$ cat config.mk
export PLATFORM = sky130hd
export DESIGN_NAME = sorted_best_times_table_flat
export DESIGN_NICKNAME = d
export VERILOG_FILES = /design/src/sbt_pkg.sv /design/src/sbt_in_if.sv /design/src/sbt_out_if.sv /design/src/sbt_cfg_if.sv /design/src/sorted_best_times_table.sv /design/src/sbt_ram.sv /design/src/flat_wrapper.sv
export SDC_FILE = /design/constraint.sdc
export NUM_CORES = 2
export LEC_CHECK = 0
export BUFFER_PORTS_ARGS = -buffer_cell sky130_fd_sc_hd__buf_2
export CORE_AREA = 2 2 377 379
export DETAILED_ROUTE_END_ITERATION = 12
export DIE_AREA = 0 0 379 381
export HOLD_SLACK_MARGIN = 0.05
export PLACE_DENSITY_LB_ADDON = 0.08
export SLEW_MARGIN = 0
export SYNTH_ARGS = -nofsm -noshare
export SYNTH_HDL_FRONTEND = slang
export SYNTH_SLANG_ARGS = --single-unit
$ cat constraint.sdc
create_clock -name clk -period 7.7 [get_ports clk]
set_input_delay 0 -clock clk [delete_from_list [all_inputs] [get_ports clk]]
set_output_delay 0 -clock clk [all_outputs]
set_load 0.02 [all_outputs]
$ cat src/sbt_pkg.sv
`timescale 1ns / 1ps
`default_nettype none

package sbt_pkg;

  localparam int SBT_DEPTH  = 16;
  localparam int RESULT_CAP = 16;

  localparam int REQ_W  = 2;
  localparam int TICK_W = 32;
  localparam int SLOT_W = 4;
  localparam int STAT_W = 2;
  localparam int ATT_W  = 32;

  localparam logic [REQ_W-1:0] REQ_RECORD = 2'd0;
  localparam logic [REQ_W-1:0] REQ_REMOVE = 2'd1;
  localparam logic [REQ_W-1:0] REQ_LIST   = 2'd2;

  localparam logic [STAT_W-1:0] STAT_OK      = 2'd0;
  localparam logic [STAT_W-1:0] STAT_REJECT  = 2'd1;
  localparam logic [STAT_W-1:0] STAT_UNAVAIL = 2'd2;
  localparam logic [STAT_W-1:0] STAT_BADTIME = 2'd3;

  typedef enum logic [2:0] {
    S_IDLE,
    S_INS,
    S_PUT,
    S_RMV,
    S_LIST,
    S_RESP
  } sbt_state_t;

endpackage

`default_nettype wire

$ cat src/sbt_in_if.sv
`timescale 1ns / 1ps
`default_nettype none

interface sbt_in_if;
  import sbt_pkg::*;

  logic              valid;
  logic              ready;
  logic [REQ_W-1:0]  req_type;
  logic [TICK_W-1:0] tick_count;
  logic [SLOT_W-1:0] slot_index;

  modport source (output valid, output req_type, output tick_count, output slot_index,
                  input ready);
  modport sink (input valid, input req_type, input tick_count, input slot_index,
                output ready);
endinterface

`default_nettype wire

$ cat src/sbt_out_if.sv
`timescale 1ns / 1ps
`default_nettype none

interface sbt_out_if;
  import sbt_pkg::*;

  logic              valid;
  logic              ready;
  logic [STAT_W-1:0] status;
  logic              entry_valid;
  logic [TICK_W-1:0] entry_time;
  logic [ATT_W-1:0]  entry_attempt;
  logic              last;

  modport source (output valid, output status, output entry_valid, output entry_time,
                  output entry_attempt, output last, input ready);
  modport sink (input valid, input status, input entry_valid, input entry_time,
                input entry_attempt, input last, output ready);
endinterface

`default_nettype wire

$ cat src/sbt_cfg_if.sv
`timescale 1ns / 1ps
`default_nettype none

interface sbt_cfg_if;
  logic valid;
  logic ready;
  logic stats_enabled;

  modport source (output valid, output stats_enabled, input ready);
  modport sink (input valid, input stats_enabled, output ready);
endinterface

`default_nettype wire

$ cat src/sorted_best_times_table.sv
// record walks up from the last entry, moving each larger time down a slot (a full table
// drops its last), then writes; remove shifts later entries up; others go straight to reply
// list: one entry per cycle while the receiver keeps up, after a registered ram read, at most 16 items
// one request at a time, ready again the cycle after its last result is loaded
// reset: fill count, attempt counter and control cleared, stats enabled;
// table ram is not cleared, the fill count marks the valid prefix
`timescale 1ns / 1ps
`default_nettype none

module sorted_best_times_table #(
  parameter int TABLE_DEPTH = sbt_pkg::SBT_DEPTH
) (
  input wire logic  clk,
  input wire logic  rst_n,
  sbt_in_if.sink    in_if,
  sbt_out_if.source out_if,
  sbt_cfg_if.sink   cfg_if
);
  import sbt_pkg::*;

  localparam int IDX_W = $clog2(TABLE_DEPTH);
  localparam int CNT_W = IDX_W + 1;
  localparam int ENT_W = TICK_W + ATT_W;
  localparam logic [CNT_W-1:0] DEPTH_C = CNT_W'(TABLE_DEPTH);
  localparam logic [IDX_W-1:0] LAST_IDX = IDX_W'(TABLE_DEPTH - 1);

  sbt_state_t        state_r, state_nxt;
  logic [CNT_W-1:0]  cnt_r, cnt_nxt;
  logic [ATT_W-1:0]  total_r, total_nxt;
  logic              en_r;
  logic [IDX_W-1:0]  c_r, c_nxt;
  logic [TICK_W-1:0] t_r, t_nxt;
  logic [STAT_W-1:0] stat_r, stat_nxt;

  logic              ov_r, ov_nxt;
  logic [STAT_W-1:0] o_stat_r, o_stat_nxt;
  logic              o_valid_r, o_valid_nxt;
  logic [TICK_W-1:0] o_time_r, o_time_nxt;
  logic [ATT_W-1:0]  o_att_r, o_att_nxt;
  logic              o_last_r, o_last_nxt;

  logic              we;
  logic [IDX_W-1:0]  waddr, raddr;
  logic [ENT_W-1:0]  wdata, rdata;
  logic [TICK_W-1:0] rd_time;
  logic [ATT_W-1:0]  rd_att;
  logic [ATT_W-1:0]  new_att;
  logic [CNT_W-1:0]  cnt_m1, rmv_next;
  logic              acc, out_free, o_load, commit;
  logic              rm_ok, list_last, ins_less, at_end, rmv_done;

  sbt_ram #(
    .WIDTH (ENT_W),
    .DEPTH (TABLE_DEPTH)
  ) u_ram (
    .clk   (clk),
    .we    (we),
    .waddr (waddr),
    .wdata (wdata),
    .raddr (raddr),
    .rdata (rdata)
  );

  assign rd_time   = rdata[ENT_W-1 -: TICK_W];
  assign rd_att    = rdata[ATT_W-1:0];
  assign new_att   = total_r + ATT_W'(1);
  assign cnt_m1    = cnt_r - CNT_W'(1);
  assign rmv_next  = {1'b0, c_r} + CNT_W'(2);
  assign acc       = in_if.valid && in_if.ready;
  assign out_free  = !ov_r || out_if.ready;
  assign rm_ok     = 32'(in_if.slot_index) < 32'(cnt_r);
  assign list_last = ({1'b0, c_r} == cnt_m1) || (32'(c_r) == RESULT_CAP - 1);
  assign ins_less  = t_r < rd_time;
  assign at_end    = c_r == LAST_IDX;
  assign rmv_done  = rmv_next == cnt_r;

  assign in_if.ready  = state_r == S_IDLE;
  assign cfg_if.ready = 1'b1;

  assign out_if.valid         = ov_r;
  assign out_if.status        = o_stat_r;
  assign out_if.entry_valid   = o_valid_r;
  assign out_if.entry_time    = o_time_r;
  assign out_if.entry_attempt = o_att_r;
  assign out_if.last          = o_last_r;

  // next state
  always_comb begin
    state_nxt = state_r;
    unique case (state_r)
      S_IDLE: begin
        if (acc) begin
          if (!en_r) begin
            state_nxt = S_RESP;
          end else if (in_if.req_type == REQ_RECORD) begin
            if (in_if.tick_count == '0) begin
              state_nxt = S_RESP;
            end else if (cnt_r == '0) begin
              state_nxt = S_PUT;
            end else begin
              state_nxt = S_INS;
            end
          end else if (in_if.req_type == REQ_REMOVE) begin
            if (rm_ok && (32'(in_if.slot_index) + 1 != 32'(cnt_r))) begin
              state_nxt = S_RMV;
            end else begin
              state_nxt = S_RESP;
            end
          end else if (in_if.req_type == REQ_LIST) begin
            state_nxt = (cnt_r == '0) ? S_RESP : S_LIST;
          end else begin
            state_nxt = S_RESP;
          end
        end
      end
      S_INS: begin
        if (!ins_less || c_r == '0) begin
          state_nxt = (ins_less) ? S_PUT : S_RESP;
        end
      end
      S_PUT: state_nxt = S_RESP;
      S_RMV: begin
        if (rmv_done) begin
          state_nxt = S_RESP;
        end
      end
      S_LIST: begin
        if (out_free && list_last) begin
          state_nxt = S_IDLE;
        end
      end
      S_RESP: begin
        if (out_free) begin
          state_nxt = S_IDLE;
        end
      end
      default: state_nxt = S_IDLE;
    endcase
  end

  // datapath and outputs
  always_comb begin
    cnt_nxt     = cnt_r;
    total_nxt   = total_r;
    c_nxt       = c_r;
    t_nxt       = t_r;
    stat_nxt    = stat_r;
    we          = 1'b0;
    waddr       = c_r + IDX_W'(1);
    wdata       = rdata;
    raddr       = c_r;
    commit      = 1'b0;
    o_load      = 1'b0;
    o_stat_nxt  = o_stat_r;
    o_valid_nxt = o_valid_r;
    o_time_nxt  = o_time_r;
    o_att_nxt   = o_att_r;
    o_last_nxt  = o_last_r;
    unique case (state_r)
      S_IDLE: begin
        t_nxt = in_if.tick_count;
        if (acc) begin
          stat_nxt = STAT_OK;
          if (!en_r) begin
            stat_nxt = STAT_UNAVAIL;
          end else if (in_if.req_type == REQ_RECORD) begin
            if (in_if.tick_count == '0) begin
              stat_nxt = STAT_BADTIME;
            end
            c_nxt = cnt_m1[IDX_W-1:0];
            raddr = cnt_m1[IDX_W-1:0];
          end else if (in_if.req_type == REQ_REMOVE) begin
            c_nxt = IDX_W'(in_if.slot_index);
            raddr = IDX_W'(in_if.slot_index) + IDX_W'(1);
            if (!rm_ok) begin
              stat_nxt = STAT_REJECT;
            end else if (32'(in_if.slot_index) + 1 == 32'(cnt_r)) begin
              cnt_nxt = cnt_m1;
            end
          end else if (in_if.req_type == REQ_LIST) begin
            c_nxt = '0;
            raddr = '0;
          end else begin
            stat_nxt = STAT_REJECT;
          end
        end
      end
      S_INS: begin
        if (ins_less) begin
          // shift this entry down, last one falls off
          we    = !at_end;
          c_nxt = c_r - IDX_W'(1);
          raddr = c_r - IDX_W'(1);
        end else if (at_end) begin
          stat_nxt = STAT_REJECT;
        end else begin
          we     = 1'b1;
          wdata  = {t_r, new_att};
          commit = 1'b1;
        end
      end
      S_PUT: begin
        we     = 1'b1;
        waddr  = '0;
        wdata  = {t_r, new_att};
        commit = 1'b1;
      end
      S_RMV: begin
        we    = 1'b1;
        waddr = c_r;
        c_nxt = c_r + IDX_W'(1);
        raddr = rmv_next[IDX_W-1:0];
        if (rmv_done) begin
          cnt_nxt = cnt_m1;
        end
      end
      S_LIST: begin
        if (out_free) begin
          o_load      = 1'b1;
          o_stat_nxt  = STAT_OK;
          o_valid_nxt = 1'b1;
          o_time_nxt  = rd_time;
          o_att_nxt   = rd_att;
          o_last_nxt  = list_last;
          c_nxt       = c_r + IDX_W'(1);
          raddr       = c_r + IDX_W'(1);
        end
      end
      S_RESP: begin
        if (out_free) begin
          o_load      = 1'b1;
          o_stat_nxt  = stat_r;
          o_valid_nxt = 1'b0;
          o_time_nxt  = '0;
          o_att_nxt   = '0;
          o_last_nxt  = 1'b1;
        end
      end
      default: ;
    endcase
    if (commit) begin
      total_nxt = new_att;
      if (cnt_r != DEPTH_C) begin
        cnt_nxt = cnt_r + CNT_W'(1);
      end
    end
    ov_nxt = o_load ? 1'b1 : (out_if.ready ? 1'b0 : ov_r);
  end

  always_ff @(posedge clk) begin
    if (!rst_n) begin
      state_r <= S_IDLE;
      cnt_r   <= '0;
      total_r <= '0;
      en_r    <= 1'b1;
      ov_r    <= 1'b0;
    end else begin
      state_r <= state_nxt;
      cnt_r   <= cnt_nxt;
      total_r <= total_nxt;
      ov_r    <= ov_nxt;
      if (cfg_if.valid && cfg_if.ready) begin
        en_r <= cfg_if.stats_enabled;
      end
    end
  end

  always_ff @(posedge clk) begin
    c_r       <= c_nxt;
    t_r       <= t_nxt;
    stat_r    <= stat_nxt;
    o_stat_r  <= o_stat_nxt;
    o_valid_r <= o_valid_nxt;
    o_time_r  <= o_time_nxt;
    o_att_r   <= o_att_nxt;
    o_last_r  <= o_last_nxt;
  end

  a_cnt_bound: assert property (@(posedge clk) disable iff (!rst_n)
    cnt_r <= DEPTH_C)
    else $error("fill count beyond table depth");

  a_write_state: assert property (@(posedge clk) disable iff (!rst_n)
    we |-> (state_r == S_INS || state_r == S_PUT || state_r == S_RMV))
    else $error("table write outside insert or remove");

  a_zero_time: assert property (@(posedge clk) disable iff (!rst_n)
    (acc && en_r && in_if.req_type == REQ_RECORD && in_if.tick_count == '0)
    |=> (state_r == S_RESP && stat_r == STAT_BADTIME))
    else $error("zero time not refused");

  a_total_step: assert property (@(posedge clk) disable iff (!rst_n)
    commit |=> total_r == $past(total_r) + ATT_W'(1))
    else $error("attempt counter did not step");

  a_entry_ok: assert property (@(posedge clk) disable iff (!rst_n)
    (ov_r && o_valid_r) |-> o_stat_r == STAT_OK)
    else $error("listed entry with bad status");

endmodule

`default_nettype wire

$ cat src/sbt_ram.sv
`timescale 1ns / 1ps
`default_nettype none

module sbt_ram #(
  parameter int WIDTH = 64,
  parameter int DEPTH = 16
) (
  input  wire logic                     clk,
  input  wire logic                     we,
  input  wire logic [$clog2(DEPTH)-1:0] waddr,
  input  wire logic [WIDTH-1:0]         wdata,
  input  wire logic [$clog2(DEPTH)-1:0] raddr,
  output logic      [WIDTH-1:0]         rdata
);

  logic [WIDTH-1:0] mem [DEPTH];

  always_ff @(posedge clk) begin
    if (we) begin
      mem[waddr] <= wdata;
    end
    rdata <= mem[raddr];
  end

endmodule

`default_nettype wire

$ cat src/flat_wrapper.sv
// flat-port wrapper written by rule: the top's interface ports become plain ports
module sorted_best_times_table_flat import sbt_pkg::*;
#(
  parameter int TABLE_DEPTH = sbt_pkg::SBT_DEPTH
)
  (clk, rst_n, in_if_valid, in_if_req_type, in_if_tick_count, in_if_slot_index, in_if_ready, out_if_valid, out_if_status, out_if_entry_valid, out_if_entry_time, out_if_entry_attempt, out_if_last, out_if_ready, cfg_if_valid, cfg_if_stats_enabled, cfg_if_ready);
  sbt_in_if in_if_i ();
  sbt_out_if out_if_i ();
  sbt_cfg_if cfg_if_i ();
  input wire logic clk;
  input wire logic rst_n;
  input wire logic [$bits(in_if_i.valid)-1:0] in_if_valid;
  input wire logic [$bits(in_if_i.req_type)-1:0] in_if_req_type;
  input wire logic [$bits(in_if_i.tick_count)-1:0] in_if_tick_count;
  input wire logic [$bits(in_if_i.slot_index)-1:0] in_if_slot_index;
  output wire logic [$bits(in_if_i.ready)-1:0] in_if_ready;
  output wire logic [$bits(out_if_i.valid)-1:0] out_if_valid;
  output wire logic [$bits(out_if_i.status)-1:0] out_if_status;
  output wire logic [$bits(out_if_i.entry_valid)-1:0] out_if_entry_valid;
  output wire logic [$bits(out_if_i.entry_time)-1:0] out_if_entry_time;
  output wire logic [$bits(out_if_i.entry_attempt)-1:0] out_if_entry_attempt;
  output wire logic [$bits(out_if_i.last)-1:0] out_if_last;
  input wire logic [$bits(out_if_i.ready)-1:0] out_if_ready;
  input wire logic [$bits(cfg_if_i.valid)-1:0] cfg_if_valid;
  input wire logic [$bits(cfg_if_i.stats_enabled)-1:0] cfg_if_stats_enabled;
  output wire logic [$bits(cfg_if_i.ready)-1:0] cfg_if_ready;
  assign in_if_i.valid = in_if_valid;
  assign in_if_i.req_type = in_if_req_type;
  assign in_if_i.tick_count = in_if_tick_count;
  assign in_if_i.slot_index = in_if_slot_index;
  assign in_if_ready = in_if_i.ready;
  assign out_if_valid = out_if_i.valid;
  assign out_if_status = out_if_i.status;
  assign out_if_entry_valid = out_if_i.entry_valid;
  assign out_if_entry_time = out_if_i.entry_time;
  assign out_if_entry_attempt = out_if_i.entry_attempt;
  assign out_if_last = out_if_i.last;
  assign out_if_i.ready = out_if_ready;
  assign cfg_if_i.valid = cfg_if_valid;
  assign cfg_if_i.stats_enabled = cfg_if_stats_enabled;
  assign cfg_if_ready = cfg_if_i.ready;
  sorted_best_times_table #(.TABLE_DEPTH(TABLE_DEPTH)) u_core (.clk(clk), .rst_n(rst_n), .in_if(in_if_i), .out_if(out_if_i), .cfg_if(cfg_if_i));
endmodule
==> metrics.sh <==
OUTCOME='finished, final reports clean'
SYNTH_ENABLE_FLOP_CELLS=1130
CTS-BUFFERS-INSERTED=141
SYNTH.LIB_CELLS_USED.DISTINCT=62
SYNTH_FP_NETS=3114
ROWS=138
FIN_WORST_SKEW_NS=0.0315
UTILIZATION=0.410
WORST_REG2REG_STARTPOINT='u_core.t_r[9]$_DFFE_PP_'
FILLERINSTANCES=12900
POST_CTS_BUFFERS=0
POST_DRT_VIA_CELL_RATIO=5.23
CELLPOWERDENSITY_mW_PER_MM2=491
WORST_SKEW_PAIR.LATE_LATENCY_NS=0.76
SLEW_AT_THE_PIN_WITH_THE_WORST_MAX_SLEW_SLACK_NS=1.28
LAYOUT_COMMONEST_CELL='sky130_fd_sc_hd__edfxtp_1'
POST-DP-HPWL_UM=74100
GLOBALROUTE.TOTALOVERFLOW=0
TIMING.CRITICAL_PATH.SLOWEST_CELL_DELAY_NS=1.08
WORST_SETUP_HOLD_PATH_CLK_SLEW_NS=0.06
CP.ARRIVAL_NS=6.09
MAXCLOCKFREQUENCY_GHz=0.185
FINALHOLDVIOLCOUNT=0
FINALSETUPVIOLCOUNT=0
TIMING.FINAL.CRIT_PERIOD_NS=5.42
CRIT_PATH_TOP_DELAY_CELL='sky130_fd_sc_hd__nand3_4'
P_LEAK_nW=20.3
WORST-SETUP-PATH-TYPE='flop to flop'
DRV_SLEW=0
FINISH.NET_COUNT=3400
POSTSYNTHREGISTERBITS=1236
N_ANTENNA_CELL=0
CRIT_CHAIN='ha_1, a21oi_1, o21ai_0, nand2_1, o2111ai_1, a21oi_1, xnor2_1, o21ai_0, nand3_4, buf_4, o22ai_1, or4_1'
CRITPATHTOPFAMILY='compound AO/OA/AOI/OAI gates'
ANTENNA_FOUND_INITIAL=2
R2R_CELLS=12
CTS-ROOT-BUF='sky130_fd_sc_hd__clkbuf_16'
CRITICAL_PATH.MAX_FANOUT=40
SYNTH.YOSYS.SEQ_AREA_SHARE=0.739
MAXSLEWHEADROOM=0.141
YOSYS_WARNINGS=0
GRT_UTIL_ALL_LAYERS=0.196
CTS_REPAIR_RESIZE_COUNT=0
DRIVE_GT1_FRAC=0.137
CORE_BOX_AREA_MM2=0.141
SYNTH_AREA_MM2=0.0488
SYNTH_TOP_FLOP_CELL='sky130_fd_sc_hd__edfxtp_1'
VDD_IR_DROP_MAX_mV=0.617
CP.DEPTH=12
FINAL-INSTANCE-COUNT-EXCL-FILL=5320
TRITONCTS='done'
LAYOUT_COMMON_CELLS='sky130_fd_sc_hd__edfxtp_1, sky130_fd_sc_hd__mux2i_1, sky130_fd_sc_hd__o22ai_1, sky130_fd_sc_hd__clkbuf_16, sky130_fd_sc_hd__nand2_1'
PLACE_CONGESTION=0.858
FIN_CRIT_SH=0.704
CRIT_BUF_INV=1
WIRELENGTH_UM=143000
DIE_WIDTH_UM=379
GRT_MAX_DEGREE=123
INSTANCE_COUNT_OF_THE_MAPPED_NETLIST=3026
CTS_HTREE_LEVELS=4
SETUP_TNS_FINAL_NS=0
CP-STARTPOINT='u_core.t_r[9]$_DFFE_PP_'
DIE-AREA_MM2=0.144
CLOCK_TREE.BUFFER_DEPTH=3
CTS.HOLD.BUFFERS_ADDED=76
CTS_SINK_COUNT=1236
FIRST_GLOBAL_VIAS=27900
WL_PER_CELL_UM=26.9
REQUIRED_NS=8.37
FIRST_ITER_VIOLATIONS=2253
CP-ENDPOINT='u_core.u_ram.rdata[45]$_DFF_P_'
PLACE_INST=4983
REGTOREGENDPOINT='u_core.u_ram.rdata[45]$_DFF_P_'
DRC=0
PORTBUFFERS=113
MAX_CAP_VIOL_COUNT=0
CRIT_PATH_START_KIND='flop'
ASYNC_FLOP_SHARE=0
DIE-HEIGHT_UM=381
AREA_DELTA_SYNTH_FINAL_PCT=18.1
END_KIND='flop'
TOTALPOWERFINAL_mW=28.2
GRT_PASS1_WL_UM=202000
INITIAL_UTILIZATION=0.347
HOLDCRITPATHCLASS='input port to flop'
REG2REG_SLACK_NS=2.28
RSZ0062_AT_GRT='no'
DRTANTENNAVIOLNETS=0
PIN_COUNT=115
DR.PASS1.ITERS=5
SYN_AREA_PER_CELL_UM2=16.1
DETAILROUTE.VIA_COUNT=27800
[cells by family after synthesis]
family / count (synthesis) / share of synthesized area
compound gates: 490 / 0.0622
flops: 1236 / 0.739
buf+inv: 214 / 0.0191
fa+ha+maj: 44 / 0.0113
other cells: 1 / 0.0000769
mux: 515 / 0.106
xor+xnor: 76 / 0.0136
simple gates: 450 / 0.0486
[cell usage after synthesis (3+ instances only)]
cell type / instances / area, µm²
sky130_fd_sc_hd__a211oi_1: 9 / 67.6
sky130_fd_sc_hd__and2_1: 66 / 413
sky130_fd_sc_hd__inv_1: 49 / 184
sky130_fd_sc_hd__ha_1: 44 / 551
sky130_fd_sc_hd__buf_1: 15 / 56.3
sky130_fd_sc_hd__o21bai_1: 3 / 22.5
sky130_fd_sc_hd__o21ai_0: 97 / 485
sky130_fd_sc_hd__or2_2: 6 / 37.5
sky130_fd_sc_hd__a21boi_0: 15 / 113
sky130_fd_sc_hd__nand3_1: 31 / 155
sky130_fd_sc_hd__xor2_1: 24 / 210
sky130_fd_sc_hd__a21oi_1: 31 / 155
sky130_fd_sc_hd__edfxtp_1: 1130 / 33900
sky130_fd_sc_hd__nor2b_1: 12 / 75.1
sky130_fd_sc_hd__and3_1: 10 / 62.6
sky130_fd_sc_hd__nor4_1: 11 / 68.8
sky130_fd_sc_hd__buf_6: 4 / 45.0
sky130_fd_sc_hd__a21o_1: 5 / 37.5
sky130_fd_sc_hd__buf_2: 67 / 335
sky130_fd_sc_hd__or3_1: 12 / 75.1
sky130_fd_sc_hd__a31oi_1: 40 / 250
sky130_fd_sc_hd__dfxtp_1: 106 / 2120
sky130_fd_sc_hd__xnor2_1: 52 / 455
sky130_fd_sc_hd__or4_1: 66 / 495
sky130_fd_sc_hd__buf_4: 3 / 22.5
sky130_fd_sc_hd__o211ai_1: 4 / 30.0
sky130_fd_sc_hd__o31ai_1: 5 / 37.5
sky130_fd_sc_hd__nor2_1: 62 / 233
sky130_fd_sc_hd__nand2b_1: 9 / 56.3
sky130_fd_sc_hd__nand2_1: 140 / 526
sky130_fd_sc_hd__nand4_1: 6 / 37.5
sky130_fd_sc_hd__o22ai_1: 257 / 1610
sky130_fd_sc_hd__mux2i_1: 515 / 5150
sky130_fd_sc_hd__nor3_1: 9 / 45.0
sky130_fd_sc_hd__clkbuf_1: 75 / 282
sky130_fd_sc_hd__a32oi_1: 4 / 35.0
[metrics by stage]
step,instance area [µm²],hold WS [ns],worst slack (ns)
3_5_place_dp,52300,0.201,2.34
2_1_floorplan,48800,0.0989,1.87
4_1_cts,57600,0.0510,2.32
6_report,57600,0.0914,2.28
3_3_place_gp,52300,0.191,2.47
5_1_grt,57600,0.0595,2.03
[cell type report]
class,instances,area (µm²),share of cell area
flip-flops and latches,1236,36100,0.626
clock buffers,206,4040,0.0702
well taps,1890,2360,0.0411
multi-input cells,1576,12000,0.209
clock inverters,55,488,0.00848
inverters,49,184,0.00319
repair buffers,308,2420,0.0420
[power by group]
part | internal (mW) | leakage, nW | switching (mW) | total, mW
Clock | 3.91 | 2.21 | 2.64 | 6.54
Combinational | 4.00 | 6.88 | 7.42 | 11.4
Sequential | 9.84 | 11.2 | 0.446 | 10.3
[worst min path at each step]
| stage | from | endpoint | slack [ns] | depth (start not counted) |
|---|---|---|---|---|
| 3_5_place_dp | in_if_tick_count[27] | u_core.t_r[27]$_DFFE_PP_ | 0.20 | 1 |
| 5_1_grt | in_if_tick_count[22] | u_core.t_r[22]$_DFFE_PP_ | 0.06 | 2 |
| 4_1_cts | in_if_tick_count[16] | u_core.t_r[16]$_DFFE_PP_ | 0.05 | 2 |
| 3_3_place_gp | in_if_tick_count[12] | u_core.t_r[12]$_DFFE_PP_ | 0.19 | 1 |
| 2_1_floorplan | in_if_tick_count[0] | u_core.t_r[0]$_DFFE_PP_ | 0.1 | 0 |
| 6_report | in_if_tick_count[16] | u_core.t_r[16]$_DFFE_PP_ | 0.09 | 2 |
[sequential cells by signal, indices dropped and copies added (netlist names), 3 cells and up]
signal	cells
u_core.c_r	4
u_core.state_r	3
u_core.out_if.entry_time	32
u_core.out_if.entry_attempt	32
u_core.t_r	32
u_core.cnt_r	5
u_core.total_r	32
u_core.u_ram.rdata	64
u_core.u_ram.mem	1024
[per-layer routing]
layer / global-route usage / part of all wire / vias up / routed length [µm]
met5: 0 / 0 / - / 0
met4: 0.0447 / 0.017 / 0 / 2400
met3: 0.0307 / 0.044 / 179 / 6280
met2: 0.311 / 0.46 / 702 / 66200
met1: 0.283 / 0.48 / 14500 / 68300
li1: - / - / 12400 / -
(Power assumes the default switching activity.)
